--- src/design/jsv_pkg.sv ---
`timescale 1ns / 1ps

package jsv_pkg;

  // Stack sizing.
  localparam int STACK_DEPTH = 32;
  localparam int CNT_W       = $clog2(STACK_DEPTH + 1);
  localparam int ADDR_W      = $clog2(STACK_DEPTH);

  // Request kinds.
  localparam logic [2:0] K_BYTE    = 3'd0;
  localparam logic [2:0] K_END     = 3'd1;
  localparam logic [2:0] K_KEY     = 3'd2;
  localparam logic [2:0] K_VALUE   = 3'd3;
  localparam logic [2:0] K_RESTART = 3'd4;

  // Configuration register indexes.
  localparam int CFG_IDX_W = 2;
  localparam logic [CFG_IDX_W-1:0] CFG_NUMBERS  = 2'd0;
  localparam logic [CFG_IDX_W-1:0] CFG_ESCAPES  = 2'd1;
  localparam logic [CFG_IDX_W-1:0] CFG_UNQUOTED = 2'd2;
  localparam logic [CFG_IDX_W-1:0] CFG_STRICT   = 2'd3;

  // Value types.
  localparam logic [3:0] VT_ARRAY   = 4'd0;
  localparam logic [3:0] VT_OBJECT  = 4'd1;
  localparam logic [3:0] VT_STRING  = 4'd2;
  localparam logic [3:0] VT_NUMBER  = 4'd3;
  localparam logic [3:0] VT_FALSE   = 4'd4;
  localparam logic [3:0] VT_TRUE    = 4'd5;
  localparam logic [3:0] VT_NULL    = 4'd6;
  localparam logic [3:0] VT_KEY     = 4'd7;
  localparam logic [3:0] VT_BAREKEY = 4'd8;

  // Event kinds.
  localparam logic [1:0] EV_NONE  = 2'd0;
  localparam logic [1:0] EV_START = 2'd1;
  localparam logic [1:0] EV_END   = 2'd2;

  // Error codes.
  localparam logic [4:0] E_NONE       = 5'd0;
  localparam logic [4:0] E_VALUE_CHAR = 5'd1;
  localparam logic [4:0] E_STRICT     = 5'd2;
  localparam logic [4:0] E_KEYWORD    = 5'd3;
  localparam logic [4:0] E_NUMBER     = 5'd4;
  localparam logic [4:0] E_NUM_END    = 5'd5;
  localparam logic [4:0] E_STR_END    = 5'd6;
  localparam logic [4:0] E_STR_CTRL   = 5'd7;
  localparam logic [4:0] E_ESC_END    = 5'd8;
  localparam logic [4:0] E_ESCAPE     = 5'd9;
  localparam logic [4:0] E_UNICODE    = 5'd10;
  localparam logic [4:0] E_KEY_EXP    = 5'd11;
  localparam logic [4:0] E_COLON      = 5'd12;
  localparam logic [4:0] E_INTERNAL   = 5'd13;
  localparam logic [4:0] E_OBJ_SEP    = 5'd14;
  localparam logic [4:0] E_ARR_SEP    = 5'd15;
  localparam logic [4:0] E_TRAILING   = 5'd16;
  localparam logic [4:0] E_PREMATURE  = 5'd17;
  localparam logic [4:0] E_EXT_KEY    = 5'd18;
  localparam logic [4:0] E_EXT_VALUE  = 5'd19;
  localparam logic [4:0] E_OVERFLOW   = 5'd20;

  // Port payloads.
  typedef struct packed {
    logic [2:0] kind;
    logic [7:0] byte_value;
  } jsv_in_t;

  typedef struct packed {
    logic       accepted;
    logic [4:0] error_code;
    logic [1:0] event_kind;
    logic [3:0] value_type;
    logic [5:0] nest_depth;
    logic       doc_done;
  } jsv_out_t;

  // Classified request passed from the front to the back.
  typedef struct packed {
    logic [2:0] kind;
    logic [7:0] byte_value;
    logic       is_byte;
    logic       is_end;
    logic       ws;
    logic       digit;
    logic       hexd;
    logic       esc;
    logic       bare;
    logic       numch;
    logic       ctrl;
  } jsv_item_t;

  // Parser states.
  typedef enum logic [16:0] {
    ST_START    = 17'b1 << 0,
    ST_STRICT   = 17'b1 << 1,
    ST_KEYWORD  = 17'b1 << 2,
    ST_NUMBER   = 17'b1 << 3,
    ST_STRING   = 17'b1 << 4,
    ST_ESC      = 17'b1 << 5,
    ST_HEX      = 17'b1 << 6,
    ST_KEYSTART = 17'b1 << 7,
    ST_BAREKEY  = 17'b1 << 8,
    ST_OBJEMPTY = 17'b1 << 9,
    ST_ARREMPTY = 17'b1 << 10,
    ST_GOTVAL   = 17'b1 << 11,
    ST_KEYDONE  = 17'b1 << 12,
    ST_STACK    = 17'b1 << 13,
    ST_OBJWAIT  = 17'b1 << 14,
    ST_ARRWAIT  = 17'b1 << 15,
    ST_DONE     = 17'b1 << 16
  } parse_state_t;

  // Number grammar states.
  typedef enum logic [9:0] {
    N_START    = 10'b1 << 0,
    N_MINUS    = 10'b1 << 1,
    N_ZERO     = 10'b1 << 2,
    N_INT      = 10'b1 << 3,
    N_FRAC     = 10'b1 << 4,
    N_FRACMORE = 10'b1 << 5,
    N_EXP      = 10'b1 << 6,
    N_EXPSIGN  = 10'b1 << 7,
    N_EXPMORE  = 10'b1 << 8,
    N_DONE     = 10'b1 << 9
  } num_state_t;

  typedef struct packed {
    logic       ok;
    num_state_t ns;
  } num_res_t;

  function automatic logic is_dig(input logic [7:0] c);
    return (c >= "0") && (c <= "9");
  endfunction

  // One step of the number grammar; a zero character marks the end of the number.
  function automatic num_res_t num_next(input num_state_t ns, input logic [7:0] c);
    num_res_t r;
    logic     is_exp;
    r.ok   = 1'b0;
    r.ns   = ns;
    is_exp = (c != 8'd0) && ((c | 8'h20) == "e");
    unique case (ns)
      N_START, N_MINUS: begin
        if (ns == N_START && c == "-") begin
          r.ok = 1'b1; r.ns = N_MINUS;
        end else if (c == "0") begin
          r.ok = 1'b1; r.ns = N_ZERO;
        end else if (is_dig(c)) begin
          r.ok = 1'b1; r.ns = N_INT;
        end
      end
      N_INT, N_ZERO: begin
        if (ns == N_INT && is_dig(c)) begin
          r.ok = 1'b1;
        end else if (c == ".") begin
          r.ok = 1'b1; r.ns = N_FRAC;
        end else if (is_exp) begin
          r.ok = 1'b1; r.ns = N_EXP;
        end else if (c == 8'd0) begin
          r.ok = 1'b1; r.ns = N_DONE;
        end
      end
      N_FRAC: begin
        if (is_dig(c)) begin
          r.ok = 1'b1; r.ns = N_FRACMORE;
        end
      end
      N_FRACMORE: begin
        if (is_dig(c)) begin
          r.ok = 1'b1;
        end else if (is_exp) begin
          r.ok = 1'b1; r.ns = N_EXP;
        end else if (c == 8'd0) begin
          r.ok = 1'b1; r.ns = N_DONE;
        end
      end
      N_EXP: begin
        if (c == "+" || c == "-") begin
          r.ok = 1'b1; r.ns = N_EXPSIGN;
        end else if (is_dig(c)) begin
          r.ok = 1'b1; r.ns = N_EXPMORE;
        end
      end
      N_EXPSIGN: begin
        if (is_dig(c)) begin
          r.ok = 1'b1; r.ns = N_EXPMORE;
        end
      end
      N_EXPMORE: begin
        if (is_dig(c)) begin
          r.ok = 1'b1;
        end else if (c == 8'd0) begin
          r.ok = 1'b1; r.ns = N_DONE;
        end
      end
      default: r.ok = 1'b0;
    endcase
    return r;
  endfunction

  // Remaining letters of false, true and null after the first one.
  function automatic logic [7:0] kw_char(input logic [1:0] id, input logic [1:0] pos);
    logic [7:0] ch;
    unique case ({id, pos})
      4'b00_00: ch = "a";
      4'b00_01: ch = "l";
      4'b00_10: ch = "s";
      4'b00_11: ch = "e";
      4'b01_00: ch = "r";
      4'b01_01: ch = "u";
      4'b01_10: ch = "e";
      4'b10_00: ch = "u";
      4'b10_01: ch = "l";
      4'b10_10: ch = "l";
      default:  ch = 8'd0;
    endcase
    return ch;
  endfunction

  function automatic logic [2:0] kw_len(input logic [1:0] id);
    return (id == 2'd0) ? 3'd4 : 3'd3;
  endfunction

endpackage

--- src/design/jsv_front.sv ---
`timescale 1ns / 1ps

module jsv_front (
  input  logic               clk,
  input  logic               rst,
  input  logic               in_valid,
  output logic               in_ready,
  input  jsv_pkg::jsv_in_t   in_data,
  output logic               q_valid,
  input  logic               q_ready,
  output jsv_pkg::jsv_item_t q_item
);
  import jsv_pkg::*;

  jsv_item_t  cls;
  jsv_item_t  slot [2];
  logic       wr_ptr;
  logic       rd_ptr;
  logic [1:0] fill;
  logic       do_wr;
  logic       do_rd;
  logic [7:0] c;

  // Character classes for the incoming request.
  always_comb begin
    c              = in_data.byte_value;
    cls.kind       = in_data.kind;
    cls.byte_value = c;
    cls.is_byte    = (in_data.kind == K_BYTE);
    cls.is_end     = (in_data.kind == K_END);
    cls.ws         = cls.is_byte && (c == " " || c == 8'h09 || c == 8'h0A || c == 8'h0D);
    cls.digit      = cls.is_byte && is_dig(c);
    cls.hexd       = cls.is_byte && (is_dig(c) || (c >= "a" && c <= "f") ||
                                     (c >= "A" && c <= "F"));
    cls.esc        = cls.is_byte && (c == "\"" || c == "\\" || c == "/" || c == "b" ||
                                     c == "f" || c == "n" || c == "r" || c == "t");
    cls.bare       = cls.is_byte && (is_dig(c) || c == "_" || (c >= "a" && c <= "z") ||
                                     (c >= "A" && c <= "Z"));
    cls.numch      = cls.is_byte && (is_dig(c) || c == "." || c == "+" || c == "-" ||
                                     c == "e" || c == "E");
    cls.ctrl       = cls.is_byte && (c < 8'h20);
  end

  // Two-entry queue toward the parser.
  assign in_ready = (fill != 2'd2);
  assign q_valid  = (fill != 2'd0);
  assign q_item   = slot[rd_ptr];
  assign do_wr    = in_valid && in_ready;
  assign do_rd    = q_valid && q_ready;

  always_ff @(posedge clk) begin
    if (do_wr) begin
      slot[wr_ptr] <= cls;
    end
  end

  always_ff @(posedge clk) begin
    if (rst) begin
      wr_ptr <= 1'b0;
      rd_ptr <= 1'b0;
      fill   <= 2'd0;
    end else begin
      if (do_wr) begin
        wr_ptr <= ~wr_ptr;
      end
      if (do_rd) begin
        rd_ptr <= ~rd_ptr;
      end
      fill <= fill + {1'b0, do_wr} - {1'b0, do_rd};
    end
  end

endmodule

--- src/design/jsv_back.sv ---
`timescale 1ns / 1ps

module jsv_back (
  input  logic                              clk,
  input  logic                              rst,
  input  logic                              cfg_we,
  input  logic [jsv_pkg::CFG_IDX_W-1:0]     cfg_addr,
  input  logic                              cfg_data,
  input  logic                              q_valid,
  output logic                              q_ready,
  input  jsv_pkg::jsv_item_t                q_item,
  output logic                              out_valid,
  input  logic                              out_ready,
  output jsv_pkg::jsv_out_t                 out_data
);
  import jsv_pkg::*;

  // Configuration.
  logic cfg_num;
  logic cfg_esc;
  logic cfg_uq;
  logic cfg_strict;

  // Parser state.
  parse_state_t ps;
  parse_state_t ps_next;
  parse_state_t st;
  logic [4:0]   err;
  logic [4:0]   err_next;
  logic [1:0]   kid;
  logic [1:0]   kid_next;
  logic [1:0]   kpos;
  logic [1:0]   kpos_next;
  num_state_t   nst;
  num_state_t   nst_next;
  logic [2:0]   hex;
  logic [2:0]   hex_next;

  // Stack: the two top entries are held in registers, the third is
  // prefetched from the memory every cycle.
  logic [3:0]       stk_mem [STACK_DEPTH];
  logic [3:0]       t0;
  logic [3:0]       t1;
  logic [3:0]       t2;
  logic [CNT_W-1:0] cnt;
  logic [CNT_W-1:0] cnt_next;
  logic [CNT_W-1:0] cnt_a;
  logic [CNT_W-1:0] rd_cnt;
  logic [3:0]       top;

  logic             step;
  logic             run;
  logic             restart;
  logic             full;
  logic             push;
  logic             push_req;
  logic [3:0]       push_t;
  logic             pop;
  logic [1:0]       evk;
  logic [3:0]       evt;
  logic [1:0]       kw_id;
  logic [2:0]       kw_pos1;
  logic [7:0]       c;
  logic             isb;
  num_res_t         nres;

  assign step    = q_valid && (!out_valid || out_ready);
  assign q_ready = step;
  assign c       = q_item.byte_value;
  assign isb     = q_item.is_byte;
  assign full    = (cnt >= CNT_W'(STACK_DEPTH));

  // Configuration writes.
  always_ff @(posedge clk) begin
    if (rst) begin
      cfg_num    <= 1'b1;
      cfg_esc    <= 1'b1;
      cfg_uq     <= 1'b0;
      cfg_strict <= 1'b0;
    end else if (cfg_we) begin
      unique case (cfg_addr)
        CFG_NUMBERS:  cfg_num    <= cfg_data;
        CFG_ESCAPES:  cfg_esc    <= cfg_data;
        CFG_UNQUOTED: cfg_uq     <= cfg_data;
        CFG_STRICT:   cfg_strict <= cfg_data;
        default:      cfg_num    <= cfg_num;
      endcase
    end
  end

  // One parse step per request: deferred pops and container checks first,
  // then the character itself.
  always_comb begin
    ps_next   = ps;
    err_next  = err;
    kid_next  = kid;
    kpos_next = kpos;
    nst_next  = nst;
    hex_next  = hex;
    evk       = EV_NONE;
    evt       = VT_ARRAY;
    push      = 1'b0;
    push_req  = 1'b0;
    push_t    = VT_ARRAY;
    pop       = 1'b0;
    restart   = 1'b0;
    run       = 1'b1;
    st        = ps;
    cnt_a     = cnt;
    top       = t0;
    kw_id     = (kid > 2'd2) ? 2'd2 : kid;
    kw_pos1   = {1'b0, kpos} + 3'd1;
    nres      = num_next(nst, c);

    if (q_item.kind == K_RESTART) begin
      restart  = 1'b1;
      err_next = E_NONE;
      ps_next  = cfg_strict ? ST_STRICT : ST_START;
    end else if (err == E_NONE) begin
      if (q_item.kind == K_BYTE || q_item.kind == K_END) begin
        // Leave states that end on a character they do not consume.
        if (st == ST_NUMBER && !q_item.numch) begin
          nres = num_next(nst, 8'd0);
          if (cfg_num && nst != N_DONE) begin
            if (!nres.ok) begin
              err_next = E_NUM_END;
              run      = 1'b0;
            end else begin
              nst_next = nres.ns;
              st       = ST_GOTVAL;
            end
          end else begin
            st = ST_GOTVAL;
          end
        end else if (st == ST_BAREKEY && !q_item.bare) begin
          st = ST_GOTVAL;
        end else if (st == ST_OBJEMPTY && !q_item.ws && !(isb && c == "}")) begin
          st = ST_KEYSTART;
        end else if (st == ST_ARREMPTY && !q_item.ws && !(isb && c == "]")) begin
          st = ST_START;
        end

        // Close the finished value.
        if (run && st == ST_GOTVAL) begin
          if (cnt == '0) begin
            err_next = E_INTERNAL;
            run      = 1'b0;
          end else begin
            pop = 1'b1;
            evk = EV_END;
            evt = t0;
            st  = (t0 == VT_KEY || t0 == VT_BAREKEY) ? ST_KEYDONE : ST_STACK;
          end
        end

        // Look at the enclosing container.
        if (run && st == ST_STACK) begin
          cnt_a = pop ? cnt - CNT_W'(1) : cnt;
          top   = pop ? t1 : t0;
          if (cnt_a == '0) begin
            st = ST_DONE;
          end else if (top == VT_OBJECT) begin
            st = ST_OBJWAIT;
          end else if (top == VT_ARRAY) begin
            st = ST_ARRWAIT;
          end else begin
            err_next = E_INTERNAL;
            run      = 1'b0;
          end
        end

        ps_next = st;

        // Consume the character.
        if (run) begin
          unique case (st)
            ST_START: begin
              if (q_item.ws) begin
                ps_next = st;
              end else if (isb && c == "{") begin
                push_req = 1'b1; push_t = VT_OBJECT;
                if (!full) ps_next = ST_OBJEMPTY;
              end else if (isb && c == "[") begin
                push_req = 1'b1; push_t = VT_ARRAY;
                if (!full) ps_next = ST_ARREMPTY;
              end else if (isb && c == "\"") begin
                push_req = 1'b1; push_t = VT_STRING;
                if (!full) ps_next = ST_STRING;
              end else if (isb && (c == "f" || c == "t" || c == "n")) begin
                kid_next = (c == "f") ? 2'd0 : (c == "t") ? 2'd1 : 2'd2;
                push_req = 1'b1;
                push_t   = VT_FALSE + {2'b00, kid_next};
                if (!full) begin
                  kpos_next = 2'd0;
                  ps_next   = ST_KEYWORD;
                end
              end else if (isb && (c == "-" || q_item.digit)) begin
                push_req = 1'b1; push_t = VT_NUMBER;
                if (!full) begin
                  if (cfg_num) begin
                    nres     = num_next(N_START, c);
                    nst_next = nres.ns;
                    if (!nres.ok) begin
                      err_next = E_NUMBER;
                    end else begin
                      ps_next = ST_NUMBER;
                    end
                  end else begin
                    ps_next = ST_NUMBER;
                  end
                end
              end else begin
                err_next = E_VALUE_CHAR;
              end
            end
            ST_STRICT: begin
              if (q_item.ws) begin
                ps_next = st;
              end else if (isb && c == "{") begin
                push_req = 1'b1; push_t = VT_OBJECT;
                if (!full) ps_next = ST_OBJEMPTY;
              end else if (isb && c == "[") begin
                push_req = 1'b1; push_t = VT_ARRAY;
                if (!full) ps_next = ST_ARREMPTY;
              end else begin
                err_next = E_STRICT;
              end
            end
            ST_KEYWORD: begin
              if (isb && ({1'b0, kpos} < kw_len(kw_id)) && c == kw_char(kw_id, kpos)) begin
                if (kw_pos1 >= kw_len(kw_id)) begin
                  ps_next = ST_GOTVAL;
                end else begin
                  kpos_next = kw_pos1[1:0];
                end
              end else begin
                err_next = E_KEYWORD;
              end
            end
            ST_NUMBER: begin
              if (cfg_num) begin
                nst_next = nres.ns;
                if (!nres.ok) err_next = E_NUMBER;
              end
            end
            ST_STRING: begin
              if (isb && c == "\\") begin
                ps_next = ST_ESC;
              end else if (isb && c == "\"") begin
                ps_next = ST_GOTVAL;
              end else if (q_item.is_end) begin
                err_next = E_STR_END;
              end else if (q_item.ctrl) begin
                err_next = E_STR_CTRL;
              end
            end
            ST_ESC: begin
              if (q_item.is_end) begin
                err_next = E_ESC_END;
              end else if (cfg_esc && c == "u") begin
                hex_next = 3'd4;
                ps_next  = ST_HEX;
              end else if (cfg_esc && !q_item.esc) begin
                err_next = E_ESCAPE;
              end else begin
                ps_next = ST_STRING;
              end
            end
            ST_HEX: begin
              if (!q_item.hexd) begin
                err_next = E_UNICODE;
              end else begin
                hex_next = hex - 3'd1;
                if (hex_next == 3'd0) ps_next = ST_STRING;
              end
            end
            ST_KEYSTART: begin
              if (q_item.ws) begin
                ps_next = st;
              end else if (isb && c == "\"") begin
                push_req = 1'b1; push_t = VT_KEY;
                if (!full) ps_next = ST_STRING;
              end else if (cfg_uq && q_item.bare) begin
                push_req = 1'b1; push_t = VT_BAREKEY;
                if (!full) ps_next = ST_BAREKEY;
              end else begin
                err_next = E_KEY_EXP;
              end
            end
            ST_BAREKEY: ps_next = st;
            ST_OBJEMPTY: begin
              if (isb && c == "}") ps_next = ST_GOTVAL;
            end
            ST_ARREMPTY: begin
              if (isb && c == "]") ps_next = ST_GOTVAL;
            end
            ST_KEYDONE: begin
              if (q_item.ws) begin
                ps_next = st;
              end else if (isb && c == ":") begin
                ps_next = ST_START;
              end else begin
                err_next = E_COLON;
              end
            end
            ST_OBJWAIT: begin
              if (q_item.ws) begin
                ps_next = st;
              end else if (isb && c == ",") begin
                ps_next = ST_KEYSTART;
              end else if (isb && c == "}") begin
                ps_next = ST_GOTVAL;
              end else begin
                err_next = E_OBJ_SEP;
              end
            end
            ST_ARRWAIT: begin
              if (q_item.ws) begin
                ps_next = st;
              end else if (isb && c == ",") begin
                ps_next = ST_START;
              end else if (isb && c == "]") begin
                ps_next = ST_GOTVAL;
              end else begin
                err_next = E_ARR_SEP;
              end
            end
            ST_DONE: begin
              if (!q_item.ws && !q_item.is_end) err_next = E_TRAILING;
            end
            default: err_next = E_INTERNAL;
          endcase
        end

        // Push a new open value unless the stack is full.
        if (push_req) begin
          if (full) begin
            err_next = E_OVERFLOW;
          end else begin
            push = 1'b1;
            evk  = EV_START;
            evt  = push_t;
          end
        end

        if (q_item.kind == K_END && err_next == E_NONE && ps_next != ST_DONE) begin
          err_next = E_PREMATURE;
        end
      end else if (q_item.kind == K_KEY) begin
        if (ps == ST_KEYSTART || ps == ST_OBJEMPTY) begin
          ps_next = ST_KEYDONE;
        end else begin
          err_next = E_EXT_KEY;
        end
      end else if (q_item.kind == K_VALUE) begin
        if (ps == ST_START || ps == ST_ARREMPTY) begin
          ps_next = ST_STACK;
        end else begin
          err_next = E_EXT_VALUE;
        end
      end
    end

    // Depth after this request, and the prefetch address of the third entry.
    if (!step) begin
      cnt_next = cnt;
    end else if (restart) begin
      cnt_next = '0;
    end else if (push) begin
      cnt_next = cnt + CNT_W'(1);
    end else if (pop) begin
      cnt_next = cnt - CNT_W'(1);
    end else begin
      cnt_next = cnt;
    end
    rd_cnt = cnt_next - CNT_W'(3);
  end

  // Stack memory and top-of-stack registers.
  always_ff @(posedge clk) begin
    if (step && !restart && push) begin
      stk_mem[cnt[ADDR_W-1:0]] <= push_t;
    end
    t2 <= stk_mem[rd_cnt[ADDR_W-1:0]];
  end

  always_ff @(posedge clk) begin
    if (step && !restart) begin
      if (push) begin
        t0 <= push_t;
        t1 <= t0;
      end else if (pop) begin
        t0 <= t1;
        t1 <= t2;
      end
    end
  end

  // Parser control registers.
  always_ff @(posedge clk) begin
    if (rst) begin
      ps   <= ST_START;
      err  <= E_NONE;
      kid  <= 2'd0;
      kpos <= 2'd0;
      nst  <= N_START;
      hex  <= 3'd0;
      cnt  <= '0;
    end else if (step) begin
      ps   <= ps_next;
      err  <= err_next;
      kid  <= kid_next;
      kpos <= kpos_next;
      nst  <= nst_next;
      hex  <= hex_next;
      cnt  <= cnt_next;
    end
  end

  // Output register.
  always_ff @(posedge clk) begin
    if (rst) begin
      out_valid <= 1'b0;
    end else if (step) begin
      out_valid <= 1'b1;
    end else if (out_ready) begin
      out_valid <= 1'b0;
    end
  end

  always_ff @(posedge clk) begin
    if (step) begin
      out_data.accepted   <= (err_next == E_NONE);
      out_data.error_code <= err_next;
      out_data.event_kind <= evk;
      out_data.value_type <= evt;
      out_data.nest_depth <= 6'(cnt_next);
      out_data.doc_done   <= (err_next == E_NONE) && (ps_next == ST_DONE);
    end
  end

`ifndef SYNTH
  // The stack never holds more entries than it has room for.
  a_depth: assert property (@(posedge clk) disable iff (rst)
    cnt <= CNT_W'(STACK_DEPTH))
    else $error("stack count exceeds depth");

  // A standing error survives everything but a restart.
  a_sticky: assert property (@(posedge clk) disable iff (rst)
    (step && err != E_NONE && q_item.kind != K_RESTART) |=> (err == $past(err)))
    else $error("error code changed without restart");

  // A value start event always grows the stack by one.
  a_push: assert property (@(posedge clk) disable iff (rst)
    (step && evk == EV_START) |=> (cnt == $past(cnt) + CNT_W'(1)))
    else $error("start event without push");

  // A completed document has no open values.
  a_done: assert property (@(posedge clk) disable iff (rst)
    (out_valid && out_data.doc_done) |-> (out_data.nest_depth == 6'd0))
    else $error("document done with open values");
`endif

endmodule

--- src/design/json_stream_validator.sv ---
`timescale 1ns / 1ps

// A request is held in the request queue and its result in the output register
// before the result is offered. Throughput: one request per cycle unless the
// output stalls; each character is one parse step with at most one stack push
// or pop, and the stack top entries are held in registers.
// Reset (synchronous, active high) empties the request queue and the output
// register and sets the default configuration, parse state and an empty stack.
module json_stream_validator (
  input  logic                          clk,
  input  logic                          rst,
  input  logic                          cfg_we,
  input  logic [jsv_pkg::CFG_IDX_W-1:0] cfg_addr,
  input  logic                          cfg_data,
  input  logic                          in_valid,
  output logic                          in_ready,
  input  jsv_pkg::jsv_in_t              in_data,
  output logic                          out_valid,
  input  logic                          out_ready,
  output jsv_pkg::jsv_out_t             out_data
);
  import jsv_pkg::*;

  logic      q_valid;
  logic      q_ready;
  jsv_item_t q_item;

  // Request intake, classification and queue.
  jsv_front u_front (
    .clk      (clk),
    .rst      (rst),
    .in_valid (in_valid),
    .in_ready (in_ready),
    .in_data  (in_data),
    .q_valid  (q_valid),
    .q_ready  (q_ready),
    .q_item   (q_item)
  );

  // Parser, stack and result register.
  jsv_back u_back (
    .clk       (clk),
    .rst       (rst),
    .cfg_we    (cfg_we),
    .cfg_addr  (cfg_addr),
    .cfg_data  (cfg_data),
    .q_valid   (q_valid),
    .q_ready   (q_ready),
    .q_item    (q_item),
    .out_valid (out_valid),
    .out_ready (out_ready),
    .out_data  (out_data)
  );

endmodule
--- config.mk ---
export PLATFORM = sky130hd
export DESIGN_NAME = json_stream_validator
export DESIGN_NICKNAME = d
export VERILOG_FILES = /design/src/design/jsv_pkg.sv /design/src/design/jsv_front.sv /design/src/design/jsv_back.sv /design/src/design/json_stream_validator.sv
export SDC_FILE = /design/constraint.sdc
export NUM_CORES = 1
export LEC_CHECK = 0
export BUFFER_PORTS_ARGS = -buffer_cell sky130_fd_sc_hd__buf_2
export CORE_MARGIN = 8
export CORE_UTILIZATION = 58
export DETAILED_ROUTE_END_ITERATION = 8
export PLACE_DENSITY = 0.75
export RECOVER_POWER = 100
export SYNTH_ARGS = -nofsm -noshare
export SYNTH_HDL_FRONTEND = slang
export SYNTH_SLANG_ARGS = --single-unit
--- constraint.sdc ---
create_clock -name clk -period 6 [get_ports clk]
set_input_delay 0.6 -clock clk [delete_from_list [all_inputs] [get_ports clk]]
set_output_delay 0.6 -clock clk [all_outputs]
set_load 0.02 [all_outputs]
* After elaboration in Yosys (flattened, before gate mapping)
Memory sizes are Yosys's and may differ from the RTL's. A register that Yosys moved wholly into a read port is not among the register bits. Index checks and enable logic that the tools add are counted.
Operators by class: $add $sub $neg 8, $mul 0, div/mod/pow operators 0, magnitude comparators 15, eq/ne operators 100, shift operators 0, muxes and demuxes 304, bitwise gates (word level) 9, reduce and logical (&&, ||, !) cells 119
Operators with widths (count):
- two-way mux 17 bit | 69
- two-way mux 11 bit | 29
- two-way mux 5 bit | 61
- case mux 17 bit (12 select lines) | 1
- two-way mux 10 bit | 17
- == test 8 x 7 -> 1 bit, second input constant | 18
- == test 8 x 6 -> 1 bit, second input constant | 13
- two-way mux 4 bit | 22
- case mux 10 bit (7 select lines) | 1
- two-way mux 1 bit | 65
- case mux 5 bit (13 select lines) | 1
- logical AND 1 bit | 49
- two-way mux 8 bit | 5
- inequality test 9 bit, second input constant | 4
- == test 17 x 1 -> 1 bit, second input constant | 2
- == test 17 x 10 -> 1 bit, second input constant | 2
- == test 17 x 11 -> 1 bit, second input constant | 2
- == test 17 bit, second input constant | 2
- == test 17 x 4 -> 1 bit, second input constant | 2
- == test 17 x 8 -> 1 bit, second input constant | 2
- == test 17 x 9 -> 1 bit, second input constant | 2
- two-way mux 2 bit | 17
- <= comparator 8 x 7 -> 1 bit, second input constant | 4
- two-way mux 6 bit | 5
- 79 further kinds | 160
Storage, ports and cells: register bits after elaboration 81, bits in latches 0, memory bits (writable) 168, ROM bits 112, output and inout port bits 21, memories 3
Memory list:
- u_back.stk_mem | words 32, width 4, read ports 1, clocked after Yosys merged registers in 1, wr ports 1, line jsv_back.sv:41 | logic [3:0] stk_mem [STACK_DEPTH];
- (name not given) | words 16, width 7, read ports 1, clocked after Yosys merged registers in 0, wr ports 0, line jsv_pkg.sv:206 | unique case ({id, pos})
- u_front.slot | words 2, width 20, read ports 1, clocked after Yosys merged registers in 1, wr ports 1, line jsv_front.sv:16 | jsv_item_t slot [2];

* Depth between registers and ports, before layout
word-level depth 59, gate-level depth with buffers 25, gate-level depth less buffers 17

* Hierarchy
From an unflattened synthesis, not the netlist that was laid out.
Unflattened totals: cell total of the unflattened synthesis 1583, area, all modules 15498.6 µm²
Modules (own cells, without submodules):
- jsv_back | instances 1, cells an instance 1434, area an instance 13447.9 µm², sequential area each 5735.5 µm²
- jsv_front | instances 1, cells an instance 149, area an instance 2050.7 µm², sequential area each 1301.2 µm²

* Worst setup path before layout
Ideal clock, no wire load.
path type reg2reg, start memory u_front.slot[1][10] in the netlist's numbering, end register u_back.t2[1] (read register of u_back.stk_mem), setup time 0.135 ns, arrival 6.468 ns, setup slack -0.603 ns, stages on the path, launching flop included 22, path buffers 6, period minus slack after synthesis 6.603 ns, cells stage by stage edfxtp_1 > and3b_1 > a2bb2o_4 > buf_6 > o211a_4 > or4_4 > nor4_4 > mux2_2 > o21ai_0 > buf_4 > nand3_2 > nor4_2 > o211ai_1 > o21ai_2 > buf_6 > buf_4 > ha_1 > clkbuf_1 > clkbuf_1 > mux4_2 > a2111oi_0 > nor4_1
RTL lines:
- from (decl) | line jsv_front.sv:16
- to (decl) | line jsv_back.sv:44 | logic [3:0] t2;

* Final worst setup path
start register u_back.ps[12], end register, netlist name u_back.out_data[0]
On the way: word-level cells in the longest chain between the ends 47
Ends and longest elaborated chain:
- from (decl) | line jsv_back.sv:25 | parse_state_t ps;
- from (signal assigned) | line jsv_back.sv:410 | ps <= ps_next;
- == test 17 x 11 -> 1 bit | line jsv_back.sv:139, jsv_back.sv:356
- logical AND 1 bit (2 in a row) | line jsv_back.sv:139 | end else if (st == ST_ARREMPTY && !q_item.ws && !(isb && c == "]")) begin
- two-way mux 17 bit | line jsv_back.sv:139
- two-way mux 17 bit | line jsv_back.sv:137 | end else if (st == ST_OBJEMPTY && !q_item.ws && !(isb && c == "}")) begin
- two-way mux 17 bit | line jsv_back.sv:135 | end else if (st == ST_BAREKEY && !q_item.bare) begin
- two-way mux 17 bit | line jsv_back.sv:122 | if (st == ST_NUMBER && !q_item.numch) begin
- two-way mux 17 bit | line jsv_back.sv:120 | if (q_item.kind == K_BYTE || q_item.kind == K_END) begin
- two-way mux 17 bit | line jsv_back.sv:119 | end else if (err == E_NONE) begin
- (+31 left out)
- logical AND 1 bit | line jsv_back.sv:346 | if (q_item.kind == K_END && err_next == E_NONE && ps_next != ST_DONE) begin
- two-way mux 5 bit | line jsv_back.sv:346
- two-way mux 5 bit * | line jsv_back.sv:120
- two-way mux 5 bit * | line jsv_back.sv:119
- two-way mux 5 bit * | line jsv_back.sv:115 | if (q_item.kind == K_RESTART) begin
- via u_back.err_next[2] | line jsv_back.sv:29 | logic [4:0] err_next;
- logical NOT 5 bit * | line jsv_back.sv:438 | out_data.doc_done <= (err_next == E_NONE) && (ps_next == ST_DONE);
- logical AND 1 bit * | line jsv_back.sv:438
Mark *: on every way through the listed nets, which the timed path passes. The rest lies on a longest branch. The select of a mux whose other input is x is not followed. A chain may end at the register's enable or synchronous reset.

==> results by stage <==
Job:
- The reported max-cap violation count is 2.

Routing:
- Before antenna repair, the detailed router went through 6 iterations.
- After detailed routing, the number of remaining DRC violations is 0.
- Once detail routing completed, the nets flagged for antenna violations numbered 0.
- The number of DRC markers after the initial detailed-route iteration is 2567.
- The average routed wire per standard cell is 28.0 um.
- The via density per instance is 7.19.
- For this block, the via count after detailed routing is 15729.
- Summed over all layers, the routed wires come to 61.3 mm.

Min path:
- The class of the tightest hold or removal check is in2reg.
- The worst hold path stage count is 2.

Clock network:
- CTS built an H-tree with a depth of 1.
- No sink is reached through more buffers than the 3 on the longest clock path.
- The library cell used as clock root buffer is sky130_fd_sc_hd__clkbuf_16.
- The clock-pin slew on the worst setup and hold paths is 0.06 ns.
- The TritonCTS buffer count is 26.
- CTS saw 254 sinks.
- The later pin in the worst-skew pair is clocked with a latency of 0.56 ns.
- The CTS tree is yes.

Yosys:
- Sorting the synthesized cells by area gives the leading types as sky130_fd_sc_hd__edfxtp_1, sky130_fd_sc_hd__dfxtp_1, sky130_fd_sc_hd__nor2_1.
- The number of warning messages in the yosys log is 0.
- The net count of the mapped netlist is 1689.
- Counting flops and latches in the post-synthesis netlist gives 254.
- The proportion of synthesized flip-flops having asynchronous set or reset is 0%.
- Summed over its instances, the top area cell type makes up 36.9% of the synthesized netlist area.
- The netlist area before placement is 15900 um2.
- The post-synthesis sequential area ratio is 44.3%.
- The biggest area contributor in the post-synthesis netlist is sky130_fd_sc_hd__edfxtp_1.
- A synthesized cell averages 9.61 um2.
- The netlist uses 101 different library cells.
- The most used flip-flop cell after synthesis is sky130_fd_sc_hd__edfxtp_1.
- The synthesized design contains 195 enable-type register cells.
- The cell count after synthesis is 1652.

Worst setup path:
- The arrival time of data at the critical path endpoint is 6.31 ns.
- The depth of the worst register-to-register path is 22.
- The worst setup path is captured at a flop.
- The critical path required time is 6.38 ns.
- The setup path with the least slack is of type reg2reg.
- The maximum net fanout on the critical path is 12.
- The critical path startpoint category is a flop.

Place:
- The number of buffer cells added on primary ports is 39.
- At the end of routability-driven placement, the weighted congestion stood at 1.10.
- The total half-perimeter wirelength after legalization and detailed placement is 45.8 mm.
- OpenSTA, run right after detailed placement, puts the worst setup slack at 0.130 ns.

Floorplanning:
- For this configuration, the core starts out at a cell density of 58.9%.
- The die is 181 um tall.
- The placeable core region is 27000 um2.
- The cell row count is 60.
- The floorplan step defined a die boundary enclosing 32900 um2.
- The number of I/O pins is 40.
- The die is 181 um wide.

Timing:
- After layout, the minimum clock period comes to 5.93 ns.
- After layout, the worst setup slack is 0.0685 ns.
- Setup repair after global routing could not meet its margin everywhere.
- The number of endpoints with negative hold slack in the final report is 0.
- The fraction of the cycle the final worst path needs is 98.9%.
- The pin slew with the least headroom to its limit is 3.11 ns.
- In this run the tightest slew margin relative to its limit is -107%.
- The maximum clock frequency is 169 MHz.
- The setup-violating endpoint count in the final report is 0.
- The post-route clock skew is 0.0331 ns.
- The total count of max-transition violations in the final report is 90.

GRT:
- The first global-routing pass estimated 91.3 mm of wire.
- The global-route usage over all layers is 36.0%.
- Entering global routing, the biggest net connects 56 pins.
- The number of global-route vias before repair came to 14728.
- The remaining global-route overflow is 0.
- The initial antenna violation count is 1.

Pwr:
- The worst-case vdd ir drop is 0.253 mV.
- The power density over cell area is 388 nW/um2.
- Power comes to 0.00722 W.
- The static leakage is 6.81 nW.

Outcome:
- The checks that failed: capacitance limit, slew limit.
- The flow ran to the end, but the final reports show violations.

Final layout:
- The total of fill cells in the finished design is 2074.
- The number of antenna diodes in the final layout is 0.
- The total number of nets in the final design is 1865.
- Relative to the synthesized area, the layout overhead comes to 17.2%.
- Of the cells placed in the final design, the portion with a size suffix greater than 1 is 18.5%.
==> flip-flops by register name, summed over array words and instances, names as in the netlist, named ones only <==
name	cells
u_back.t2	4
u_back.cnt	6
u_back.err	5
u_back.out_data	19
u_front.fill	2
u_front.rd_ptr	1
u_back.hex	3
u_back.cfg_esc	1
u_back.kid	2
u_front.wr_ptr	1
u_front.slot	40
u_back.ps	17
u_back.nst	10
u_back.kpos	2
u_back.stk_mem	128
u_back.cfg_num	1
u_back.t0	4
u_back.t1	4
u_back.cfg_uq	1
u_back.out_valid	1
u_back.cfg_strict	1
==> cell type report <==
cell class	instances	area (um2)	share of cell area (%)
inverters	35	131	0.706
repair buffers	237	1680	9.03
clock inverters	14	183	0.982
clock buffers	34	721	3.87
well taps	341	427	2.29
multi-input cells	1274	8430	45.3
flip-flops and latches	254	7040	37.8
==> final timing paths <==
check                                   start                  to  slack (ns)
worst max-delay path            u_back.ps[12]  u_back.out_data[0]        0.07
worst min register to register  u_back.hex[1]       u_back.hex[1]        0.47
worst max register to register  u_back.ps[12]  u_back.out_data[0]        0.07
worst min-delay path                 cfg_data      u_back.cfg_num        0.36
==> Yosys cell counts (10+ instances only) <==
cell	number
sky130_fd_sc_hd__clkbuf_1	66
sky130_fd_sc_hd__ha_1	18
sky130_fd_sc_hd__mux4_2	32
sky130_fd_sc_hd__a21o_1	14
sky130_fd_sc_hd__xor2_1	11
sky130_fd_sc_hd__mux2_2	14
sky130_fd_sc_hd__buf_2	10
sky130_fd_sc_hd__o211ai_1	17
sky130_fd_sc_hd__mux2i_1	26
sky130_fd_sc_hd__a31oi_1	30
sky130_fd_sc_hd__o31ai_1	15
sky130_fd_sc_hd__o22ai_1	15
sky130_fd_sc_hd__nor3b_1	13
sky130_fd_sc_hd__inv_1	32
sky130_fd_sc_hd__nor4_1	36
sky130_fd_sc_hd__nand3b_1	10
sky130_fd_sc_hd__edfxtp_1	195
sky130_fd_sc_hd__a2111oi_0	22
sky130_fd_sc_hd__a21oi_1	94
sky130_fd_sc_hd__or3_1	33
sky130_fd_sc_hd__dfxtp_1	59
sky130_fd_sc_hd__nand3_1	37
sky130_fd_sc_hd__nor2b_1	25
sky130_fd_sc_hd__o21ai_0	79
sky130_fd_sc_hd__nand2_1	154
sky130_fd_sc_hd__and2_1	13
sky130_fd_sc_hd__nand4_1	34
sky130_fd_sc_hd__a22oi_1	14
sky130_fd_sc_hd__nor3_1	63
sky130_fd_sc_hd__a211oi_1	14
sky130_fd_sc_hd__nor2_1	196
sky130_fd_sc_hd__and3_1	33
sky130_fd_sc_hd__xnor2_1	12
sky130_fd_sc_hd__nand2b_1	19
==> cell families (layout without fill, tap and decap cells) <==
group,after synthesis,after routing,synth area share (%)
buffers and inverters,124,320,3.27
DFF,254,254,44.3
AOI/OAI and AO/OA,438,438,19.1
and+or+nand+nor,722,722,23.4
adders and majority gates,18,18,1.42
muxes,72,72,7.17
xor gates and xnor gates,24,24,1.37
==> cell usage in the layout, fill, tap and decap left out, types with 15 or more instances in the layout <==
cell	netlist	routed
sky130_fd_sc_hd__nor2b_1	25	25
sky130_fd_sc_hd__a2111oi_0	22	15
sky130_fd_sc_hd__o31ai_1	15	15
sky130_fd_sc_hd__dfxtp_1	59	58
sky130_fd_sc_hd__and3_1	33	33
sky130_fd_sc_hd__o211ai_1	17	17
sky130_fd_sc_hd__nor2_1	196	194
sky130_fd_sc_hd__nand2b_1	19	19
sky130_fd_sc_hd__clkbuf_16	0	26
sky130_fd_sc_hd__nor3_1	63	62
sky130_fd_sc_hd__mux2i_1	26	26
sky130_fd_sc_hd__clkbuf_1	66	39
sky130_fd_sc_hd__nand3_1	37	37
sky130_fd_sc_hd__edfxtp_1	195	195
sky130_fd_sc_hd__inv_1	32	32
sky130_fd_sc_hd__ha_1	18	18
sky130_fd_sc_hd__nand4_1	34	34
sky130_fd_sc_hd__mux4_2	32	32
sky130_fd_sc_hd__a31oi_1	30	29
sky130_fd_sc_hd__o21ai_0	79	79
sky130_fd_sc_hd__nand2_1	154	153
sky130_fd_sc_hd__buf_4	3	191
sky130_fd_sc_hd__a21oi_1	94	93
sky130_fd_sc_hd__o22ai_1	15	15
sky130_fd_sc_hd__nor4_1	36	33
sky130_fd_sc_hd__or3_1	33	33
==> per-layer routing <==
layer / track usage (%) / vias up / routed length [um]
met5: 0 / - / 13
met4: 15.6 / 2 / 3370
met3: 8.70 / 239 / 8020
met2: 54.7 / 1262 / 26500
met1: 48.4 / 7457 / 23400
li1: - / 6769 / -
==> power breakdown <==
group / internal (W) / total, W / switching (W)
sequential: 0.00207 / 0.00218 / 0.000112
combinational: 0.00120 / 0.00332 / 0.00212
clock: 0.00102 / 0.00171 / 0.000695
total: 0.00429 / 0.00722 / 0.00293
==> metrics by stage <==
stage          instance area, um2  utilization, %  instances  hold slack [ns]  setup TNS, ns
2_1_floorplan               15900               -       1652            0.432              0
3_3_place_gp                17700            65.5       2137            0.441              0
3_5_place_dp                17700            65.5       2137            0.451              0
4_1_cts                     18600            68.9       2185            0.298              0
5_1_grt                     18600            69.1       2189            0.358        -0.0215
6_report                    18600            69.1       2189            0.357              0
==> what timing repair did <==
item,4_1_cts,5_1_grt
buffers inserted,0,4
hold buffers,0,0
gates resized for setup,0,18
endpoints found under the setup margin,0,41
==> critical path: stages (launching register included) <==
cell and delay [ns]:
sky130_fd_sc_hd__dfxtp_1 0.39, sky130_fd_sc_hd__nor4_1 0.28, sky130_fd_sc_hd__buf_4 0.20, sky130_fd_sc_hd__nand4_1 0.16, sky130_fd_sc_hd__buf_4 0.22, sky130_fd_sc_hd__nor3_2 0.31
sky130_fd_sc_hd__o2bb2ai_1 0.30, sky130_fd_sc_hd__nor4_4 0.09, sky130_fd_sc_hd__buf_4 0.20, sky130_fd_sc_hd__a21oi_1 0.38, sky130_fd_sc_hd__buf_4 0.18, sky130_fd_sc_hd__a21oi_1 0.04
sky130_fd_sc_hd__nor4_1 0.48, sky130_fd_sc_hd__buf_4 0.20, sky130_fd_sc_hd__a2111oi_0 0.05, sky130_fd_sc_hd__buf_4 0.17, sky130_fd_sc_hd__o31ai_1 0.35, sky130_fd_sc_hd__buf_4 0.21
sky130_fd_sc_hd__nand4_1 0.19, sky130_fd_sc_hd__o21bai_1 0.29, sky130_fd_sc_hd__a21oi_1 0.13, sky130_fd_sc_hd__or4_1 0.60, sky130_fd_sc_hd__nor4b_4 0.30
No activity file was read; power rests on OpenSTA's default activity.
